<file path="src/hak_pkg.sv">
// ----------------------------------------------------------------------------
// Heatmap argmax keypoint package
// Payload types shared by the stages of the keypoint peak search.
// ----------------------------------------------------------------------------
package hak_pkg;

  localparam int unsigned ValueWidth = 16;
  localparam int unsigned CoordWidth = 6;
  localparam int unsigned JointWidth = 5;

  localparam logic signed [ValueWidth-1:0] ThresholdReset = 16'sd1638;
  localparam logic signed [ValueWidth-1:0] ValueMin       = 16'sh8000;

  typedef struct packed {
    logic signed [ValueWidth-1:0] sample;
    logic                         last_of_batch;
  } hak_in_t;

  typedef struct packed {
    logic signed [ValueWidth-1:0] peak_value;
    logic [CoordWidth-1:0]        peak_x;
    logic [CoordWidth-1:0]        peak_y;
    logic                         found;
    logic [JointWidth-1:0]        joint_index;
    logic                         last_joint;
  } hak_out_t;

  typedef struct packed {
    logic    valid;
    hak_in_t data;
  } hak_item_t;

  typedef struct packed {
    logic     valid;
    hak_out_t data;
  } hak_res_t;

endpackage

</file>
<file path="src/hak_in_stage.sv">
// ----------------------------------------------------------------------------
// Heatmap argmax input stage
// Registers one incoming sample and holds it while the result side is stalled.
// ----------------------------------------------------------------------------
module hak_in_stage import hak_pkg::*; (
  input  logic      clk_i,
  input  logic      rst_ni,
  input  logic      in_valid_i,
  output logic      in_stall_o,
  input  hak_in_t   in_data_i,
  input  logic      advance_i,
  output hak_item_t item_o
);

  logic    valid_q, valid_d;
  hak_in_t data_q;

  assign in_stall_o = valid_q && !advance_i;
  assign valid_d    = in_stall_o ? valid_q : in_valid_i;

  always_ff @(posedge clk_i or negedge rst_ni) begin
    if (!rst_ni) begin
      valid_q <= 1'b0;
    end else begin
      valid_q <= valid_d;
    end
  end

  always_ff @(posedge clk_i) begin
    if (in_valid_i && !in_stall_o) begin
      data_q <= in_data_i;
    end
  end

  assign item_o.valid = valid_q;
  assign item_o.data  = data_q;

endmodule

</file>
<file path="src/hak_track.sv">
// ----------------------------------------------------------------------------
// Heatmap argmax tracker
// Keeps the running maximum, raster position and joint count, and forms the
// result of a map on its final sample.
// ----------------------------------------------------------------------------
module hak_track import hak_pkg::*; #(
  parameter int unsigned MAP_WIDTH  = 48,
  parameter int unsigned MAP_HEIGHT = 64,
  parameter int unsigned JOINTS     = 17
) (
  input  logic                         clk_i,
  input  logic                         rst_ni,
  input  hak_item_t                    item_i,
  input  logic                         advance_i,
  input  logic signed [ValueWidth-1:0] threshold_i,
  output hak_res_t                     res_o
);

  localparam int unsigned ColW   = $clog2(MAP_WIDTH);
  localparam int unsigned RowW   = $clog2(MAP_HEIGHT);
  localparam int unsigned JointW = (JOINTS > 1) ? $clog2(JOINTS) : 1;

  logic signed [ValueWidth-1:0] best_value_q, best_value_d;
  logic [ColW-1:0]              best_col_q, best_col_d, col_count_q, col_count_d;
  logic [RowW-1:0]              best_row_q, best_row_d, row_count_q, row_count_d;
  logic [JointW-1:0]            joint_count_q, joint_count_d;

  logic                         fire, sample_gt, col_last, row_last, map_end;
  logic                         found, last;
  logic signed [ValueWidth-1:0] new_value;
  logic [ColW-1:0]              new_col;
  logic [RowW-1:0]              new_row;

  assign fire      = item_i.valid && advance_i;
  assign sample_gt = $signed(item_i.data.sample) > best_value_q;
  assign new_value = sample_gt ? item_i.data.sample : best_value_q;
  assign new_col   = sample_gt ? col_count_q : best_col_q;
  assign new_row   = sample_gt ? row_count_q : best_row_q;
  assign col_last  = col_count_q == ColW'(MAP_WIDTH - 1);
  assign row_last  = row_count_q == RowW'(MAP_HEIGHT - 1);
  assign map_end   = item_i.data.last_of_batch || (col_last && row_last);
  assign found     = new_value > threshold_i;
  assign last      = item_i.data.last_of_batch || (joint_count_q == JointW'(JOINTS - 1));

  always_comb begin
    best_value_d  = best_value_q;
    best_col_d    = best_col_q;
    best_row_d    = best_row_q;
    col_count_d   = col_count_q;
    row_count_d   = row_count_q;
    joint_count_d = joint_count_q;
    if (fire) begin
      if (map_end) begin
        best_value_d  = ValueMin;
        best_col_d    = '0;
        best_row_d    = '0;
        col_count_d   = '0;
        row_count_d   = '0;
        joint_count_d = last ? '0 : joint_count_q + 1'b1;
      end else begin
        best_value_d = new_value;
        best_col_d   = new_col;
        best_row_d   = new_row;
        if (col_last) begin
          col_count_d = '0;
          row_count_d = row_count_q + 1'b1;
        end else begin
          col_count_d = col_count_q + 1'b1;
        end
      end
    end
  end

  always_ff @(posedge clk_i or negedge rst_ni) begin
    if (!rst_ni) begin
      best_value_q  <= ValueMin;
      best_col_q    <= '0;
      best_row_q    <= '0;
      col_count_q   <= '0;
      row_count_q   <= '0;
      joint_count_q <= '0;
    end else begin
      best_value_q  <= best_value_d;
      best_col_q    <= best_col_d;
      best_row_q    <= best_row_d;
      col_count_q   <= col_count_d;
      row_count_q   <= row_count_d;
      joint_count_q <= joint_count_d;
    end
  end

  assign res_o.valid            = item_i.valid && map_end;
  assign res_o.data.peak_value  = new_value;
  assign res_o.data.peak_x      = found ? CoordWidth'(new_col) : '0;
  assign res_o.data.peak_y      = found ? CoordWidth'(new_row) : '0;
  assign res_o.data.found       = found;
  assign res_o.data.joint_index = JointWidth'(joint_count_q);
  assign res_o.data.last_joint  = last;

endmodule

</file>
<file path="src/hak_out_stage.sv">
// ----------------------------------------------------------------------------
// Heatmap argmax output stage
// Result register that holds a keypoint until the receiver takes it.
// ----------------------------------------------------------------------------
module hak_out_stage import hak_pkg::*; (
  input  logic     clk_i,
  input  logic     rst_ni,
  input  hak_res_t res_i,
  output logic     advance_o,
  output logic     out_valid_o,
  input  logic     out_stall_i,
  output hak_out_t out_data_o
);

  logic     valid_q, valid_d;
  hak_out_t data_q;

  assign advance_o = !valid_q || !out_stall_i;
  assign valid_d   = advance_o ? res_i.valid : valid_q;

  always_ff @(posedge clk_i or negedge rst_ni) begin
    if (!rst_ni) begin
      valid_q <= 1'b0;
    end else begin
      valid_q <= valid_d;
    end
  end

  always_ff @(posedge clk_i) begin
    if (advance_o && res_i.valid) begin
      data_q <= res_i.data;
    end
  end

  assign out_valid_o = valid_q;
  assign out_data_o  = data_q;

endmodule

</file>
<file path="src/heatmap_argmax_keypoint.sv">
// ----------------------------------------------------------------------------
// Heatmap argmax keypoint
// Finds the first maximum of each joint heatmap and reports it as a keypoint.
//
//   Channel   Signals                       Transaction
//   input     in_valid_i / in_stall_o       one heatmap sample
//   output    out_valid_o / out_stall_i     one keypoint per finished map
//   config    cfg_we_i / cfg_wdata_i        peak threshold write
//
// A sample is taken every cycle while the input is not stalled. If it closes a
// map, its keypoint goes from the input register through the compare and
// update straight into the result register.
// Reset clears the counters and the running maximum and sets the threshold to 0.4.
// A stalled result holds the result register; the input register then fills
// and the input stalls in turn.
// ----------------------------------------------------------------------------
module heatmap_argmax_keypoint import hak_pkg::*; #(
  parameter int unsigned MAP_WIDTH  = 48,
  parameter int unsigned MAP_HEIGHT = 64,
  parameter int unsigned JOINTS     = 17
) (
  input  logic                         clk_i,
  input  logic                         rst_ni,
  input  logic                         in_valid_i,
  output logic                         in_stall_o,
  input  hak_in_t                      in_data_i,
  output logic                         out_valid_o,
  input  logic                         out_stall_i,
  output hak_out_t                     out_data_o,
  input  logic                         cfg_we_i,
  input  logic signed [ValueWidth-1:0] cfg_wdata_i
);

  logic signed [ValueWidth-1:0] threshold_q;
  hak_item_t                    item;
  hak_res_t                     res;
  logic                         advance;

  always_ff @(posedge clk_i or negedge rst_ni) begin
    if (!rst_ni) begin
      threshold_q <= ThresholdReset;
    end else if (cfg_we_i) begin
      threshold_q <= cfg_wdata_i;
    end
  end

  hak_in_stage u_in_stage (
    .clk_i      (clk_i),
    .rst_ni     (rst_ni),
    .in_valid_i (in_valid_i),
    .in_stall_o (in_stall_o),
    .in_data_i  (in_data_i),
    .advance_i  (advance),
    .item_o     (item)
  );

  hak_track #(
    .MAP_WIDTH  (MAP_WIDTH),
    .MAP_HEIGHT (MAP_HEIGHT),
    .JOINTS     (JOINTS)
  ) u_track (
    .clk_i       (clk_i),
    .rst_ni      (rst_ni),
    .item_i      (item),
    .advance_i   (advance),
    .threshold_i (threshold_q),
    .res_o       (res)
  );

  hak_out_stage u_out_stage (
    .clk_i       (clk_i),
    .rst_ni      (rst_ni),
    .res_i       (res),
    .advance_o   (advance),
    .out_valid_o (out_valid_o),
    .out_stall_i (out_stall_i),
    .out_data_o  (out_data_o)
  );

  a_stall_from_output: assert property (@(posedge clk_i) disable iff (!rst_ni)
    in_stall_o |-> (out_valid_o && out_stall_i))
    else $error("input stalled while the result register could advance");

  a_joint_range: assert property (@(posedge clk_i) disable iff (!rst_ni)
    out_valid_o |-> (out_data_o.joint_index < JOINTS))
    else $error("joint index beyond joint count");

  a_final_joint: assert property (@(posedge clk_i) disable iff (!rst_ni)
    (out_valid_o && (out_data_o.joint_index == JOINTS - 1)) |-> out_data_o.last_joint)
    else $error("final joint not marked as last");

  a_not_found_zero: assert property (@(posedge clk_i) disable iff (!rst_ni)
    (out_valid_o && !out_data_o.found) |->
      ((out_data_o.peak_x == '0) && (out_data_o.peak_y == '0)))
    else $error("invalid keypoint carries a position");

endmodule

</file>
<file path="config.mk">
export PLATFORM = sky130hd
export DESIGN_NAME = heatmap_argmax_keypoint
export DESIGN_NICKNAME = d
export VERILOG_FILES = /design/src/hak_pkg.sv /design/src/hak_in_stage.sv /design/src/hak_track.sv /design/src/hak_out_stage.sv /design/src/heatmap_argmax_keypoint.sv
export SDC_FILE = /design/constraint.sdc
export NUM_CORES = 1
export LEC_CHECK = 0
export BUFFER_PORTS_ARGS = -buffer_cell sky130_fd_sc_hd__buf_2
export CORE_AREA = 2 2 156 158
export CTS_CLUSTER_DIAMETER = 100
export DETAILED_ROUTE_END_ITERATION = 16
export DIE_AREA = 0 0 158 160
export GPL_TIMING_DRIVEN = 1
export PLACE_DENSITY = 0.5
export SYNTH_ARGS = -nofsm -noshare
export SYNTH_HDL_FRONTEND = slang
export SYNTH_SLANG_ARGS = --single-unit
</file>
<file path="constraint.sdc">
create_clock -name clk_i -period 4.6 [get_ports clk_i]
set_input_delay 0.92 -clock clk_i [delete_from_list [all_inputs] [get_ports clk_i]]
set_output_delay 0.92 -clock clk_i [all_outputs]
set_load 0.05 [all_outputs]
</file>
# After elaboration in Yosys (flattened, before gate mapping)
# Cells that the tools add are included.
# totals
register_bits	115
in_bits	38
out_inout_bits	37
word_cells	52
# op_classes
add_sub_neg	3
n_lt_le_gt_ge	2
n_eq_ne	3
mux	11
reduce_logical	16
# op_table
cell	count
$mux W6	8
$gt A16 B16 Y1	2
$mux W16	2
$add A6 B1 Y6 const B	2
$eq A6 B6 Y1 const B	2
$logic_and A1 B1 Y1	6
$add A5 B1 Y5 const B	1
$eq A5 B5 Y1 const B	1
$mux W5	1
$logic_not A1 Y1	4
$reduce_and A2 Y1	2
$logic_or A1 B1 Y1	3
$reduce_bool A2 Y1	1

# Logic depth before layout (Yosys ltp)
# depth
ltp_word	6
ltp_mapped	18
depth_no_buf	15

# By module
# Synthesis repeated with hierarchy kept, for this count alone.
# unflattened
hier_cells	462
hier_area_um2	5555.3
# by_module_without_submodules
module	n_inst	cells_per_inst	area_per_inst_um2	seq_area_each_um2
hak_track	1	366	3224.3	1127.3
hak_out_stage	1	39	1098.6	1076.0
heatmap_argmax_keypoint	1	34	656.9	407.9
hak_in_stage	1	23	575.6	535.5

# Worst setup path after synthesis
# OpenSTA, ideal clock, no wires.
# synth_path
kind	flip-flop to flip-flop
startpoint	reg u_track.best_value_q[15]
endpoint	reg u_out_stage.data_q, in the netlist u_out_stage.out_data_o[16] (data pin)
setup_time_ns	0.148
t_arrival_ns	3.921
t_required_ns	4.452
path_slack_ns	0.530
stages_incl_launch_ff	18
n_path_buf	2
synth_period_minus_slack_ns	4.070
path_cell_list	dfstp_2 > inv_1 > ha_1 > nand4_2 > nor4_4 > a21bo_4 > a31o_2 > buf_1 > nand4_1 > o21ai_0 > ha_1 > nand4_1 > a211oi_1 > o31ai_1 > a31oi_1 > clkbuf_1 > nand2_1 > mux2i_1
# synth_lines
element	line	source
start, declared	hak_track.sv:23	logic signed [ValueWidth-1:0] best_value_q, best_value_d;
start signal, assigned	hak_track.sv:76	best_value_q <= ValueMin;
start signal, assigned	hak_track.sv:83	best_value_q <= best_value_d;
end signal, assigned	hak_out_stage.sv:31	data_q <= res_i.data;
end, declared	hak_out_stage.sv:16	hak_out_t data_q;

==> impl_metrics.json <==
{
  "cp_max_fo": 25,
  "grt_pass1_vias": 4022,
  "yosys-top-cells-area": "edfxtp_1, dfrtp_1, ha_1",
  "ys_warn_count": 0,
  "synthTopCellsByCount": "nand2_1, dfrtp_1, edfxtp_1",
  "clkSlewWorstSetupHoldPaths_ns": 0.05,
  "grt_pass1_wl_um": 22300,
  "area_delta_synth_final_pct": 23.9,
  "p_seq_frac": 0.352,
  "power.internal_mw": 2.54,
  "worstPathArrival_ns": 4.49,
  "clockPowerShare": 0.316,
  "regArea_mm2": 0.00315,
  "hp-class": "reg -> reg",
  "synth_nets": 566,
  "p_total_mw": 3.93,
  "drt.antenna.violating_nets": 0,
  "fmax_ghz": 0.230,
  "synthFlopType": "dfrtp_1",
  "maxCapViolCount": 0,
  "drc": 0,
  "synth.avg_cell_area_um2": 11.3,
  "antenna_found_initial": 0,
  "gp_congestion": 0.773,
  "rsz0062_at_grt": "no",
  "ys_async_sr_fraction": 0.548,
  "drive_gt1_frac": 0.233,
  "wl_per_cell_um": 15.3,
  "worstMarginPinSlew_ns": 0.949,
  "hold_viol_final": 0,
  "p_sw_frac": 0.354,
  "post_cts_buffers": 0,
  "synthesis.area_mm2": 0.00556,
  "yosys.cell_count.top_type": "nand2_1",
  "fin_nets": 650,
  "cp.required_ns": 4.75,
  "drt-pass1-iter-count": 4,
  "period_needed_ns": 4.34,
  "start_util": 0.233,
  "power_density_mw_per_mm2": 570,
  "end_kind": "register",
  "synth_cell_types": 50,
  "core_mm2": 0.0238,
  "p_comb_frac": 0.332,
  "slew_viol_final": 0,
  "port_buffers": 74,
  "netlist_instances": 492,
  "overflow": 0,
  "synth_top_area_share": 0.281,
  "p_leak_nw": 3.00,
  "die_area_mm2": 0.0253,
  "grt_max_degree": 40,
  "switching_power_mw": 1.39,
  "cts-htree-levels": 4,
  "drt-initial-drc-count": 333,
  "critical_path_class": "reg -> reg",
  "viasPerCell": 4.45,
  "timing.final.crit_share": 0.944,
  "die_h_um": 160,
  "hpwl_um": 10000,
  "num_vias": 4064,
  "drt-total-wl_um": 14000,
  "max_slew_margin": 0.367,
  "pin_count": 75,
  "status": "finished, final reports clean",
  "n_fill_cell": 2537,
  "clk_path_buf_depth": 2,
  "rows": 57,
  "setup_tns_ns": 0,
  "track_usage": 0.116,
  "numCtsBuffers": 17,
  "clock_latency_ns": 0.41,
  "startpoint_type": "register",
  "finalSetupViolCount": 0,
  "ys_seq_area_frac": 0.566,
  "multi_input_area_mm2": 0.00215,
  "synth_seq_cells": 115,
  "cts-hold-fix-buffers": 0,
  "cts_tree": "done",
  "cts.sinks": 115,
  "antennaDiodeCount": 0,
  "root_buffer": "clkbuf_16",
  "ir_drop_v": 0.000287,
  "synth_edf_count": 52,
  "whs_ns": 0.518,
  "clock_skew_ns": 0.00851,
  "die_w_um": 158,
  "synthDominantAreaCellType": "edfxtp_1"
}
what timing repair did:
action,CTS,global route
resized for setup,0,7
endpoints found under the hold margin,0,0
setup endpoints to repair,0,12
cell usage in the layout (no fill, tap or decap), types with 2 or more instances in the layout:
cell type	synthesis	layout
nand3_1	10	9
a32o_1	14	14
a21o_1	4	4
o22ai_1	14	14
buf_2	2	74
and3_1	3	3
nand4_2	2	2
a21oi_1	11	11
nand2b_1	2	2
o21ai_0	38	34
edfxtp_1	52	52
and2_1	4	4
o31ai_1	4	4
inv_1	47	47
clkbuf_8	0	4
mux2_2	3	3
nor2b_1	3	3
dfrtp_1	56	56
nand2_1	70	70
o41ai_1	3	3
nand4_1	21	21
nor2_1	13	13
buf_4	1	12
nor4_4	3	3
clkbuf_16	0	17
nor3_1	6	6
a31o_2	3	3
clkinv_2	0	4
mux2i_1	14	14
ha_1	36	36
a211oi_1	3	3
clkbuf_1	12	6
dfstp_2	7	7
o21ai_1	8	12
power by group through the flow:
| stage | combinational, mW | clock [mW] | sequential (mW) |
|---|---|---|---|
| 2_1_floorplan | 0.885 | 0 | 1.45 |
| 4_1_cts | 1.29 | 1.27 | 1.38 |
| 6_report | 1.30 | 1.24 | 1.38 |
| 5_1_grt | 1.46 | 1.33 | 1.40 |
| 3_3_place_gp | 1.28 | 0 | 1.40 |
| 3_5_place_dp | 1.29 | 0 | 1.40 |
routing by layer:
layer | wire length (um) | global-route usage | vias to the layer above
met5 | 0 | 0 | -
met4 | 205 | 0.0471 | 0
met3 | 703 | 0.0358 | 16
met2 | 6260 | 0.168 | 106
met1 | 6810 | 0.159 | 1968
li1 | - | - | 1974
layout make-up:
cell class | instances | share of cell area
Sequential cell | 115 | 0.457
Clock inverter | 5 | 0.00726
Timing Repair Buffer | 86 | 0.0668
Inverter | 47 | 0.0256
Tap cell | 324 | 0.0588
Clock buffer | 27 | 0.0730
Multi-Input combinational cell | 309 | 0.312
state kept, by name (all words and copies together) (netlist names):
signal                   flops
u_track.col_count_q          6
u_track.best_col_q           6
u_out_stage.out_valid_o      1
u_track.joint_count_q        5
u_in_stage.valid_q           1
u_track.best_value_q        16
threshold_q                 16
u_out_stage.out_data_o      35
u_in_stage.item_o           17
u_track.row_count_q          6
u_track.best_row_q           6
critical path, stage by stage (launching register included):
cell       delay (ns)
dfstp_2          0.51
inv_1            0.06
ha_1             0.39
nand4_2          0.20
nor4_4           0.33
a21bo_4          0.29
a31oi_4          0.29
nor3_4           0.08
buf_4            0.23
o21ai_1          0.24
ha_1             0.30
a21o_1           0.20
a2111oi_2        0.41
a31oi_2          0.14
buf_4            0.24
nand2_1          0.10
mux2i_1          0.06
path summary, 6_finish.rpt:
path                                                from                    endpoint  slack, ns  depth (start not counted)
max in group asynchronous                         rst_ni    u_track.best_value_q[15]       2.99                          2
worst max register to register  u_track.best_value_q[15]  u_out_stage.out_data_o[18]       0.26                         16
worst min-delay path               u_track.best_row_q[5]       u_track.best_row_q[5]       0.52                          1
worst max-delay path            u_track.best_value_q[15]  u_out_stage.out_data_o[18]       0.26                         16
min in group asynchronous                         rst_ni       u_track.best_row_q[3]       0.66                          1
worst min register to register     u_track.best_row_q[5]       u_track.best_row_q[5]       0.52                          1
logic make-up after synthesis:
group                    count (synthesis)  synth area share
multiplexers                            17            0.0313
AO/OA/AOI/OAI                          111             0.134
buffers and inverters                   68            0.0524
adder cells (fa/ha/maj)                 36            0.0810
flip-flops                             115             0.566
AND/OR/NAND/NOR                        144             0.134
XOR/XNOR                                 1           0.00158
metrics by stage:
step            util  area [um^2]  worst slack, ns  std cells
6_report       0.289         6890            0.259        913
2_1_floorplan      -         5560            0.530        492
4_1_cts        0.289         6880           0.0846        913
3_3_place_gp   0.266         6320            0.230        881
3_5_place_dp   0.266         6320           0.0906        881
5_1_grt        0.289         6890           0.0343        913
No activity file was read; power rests on OpenSTA's default activity.
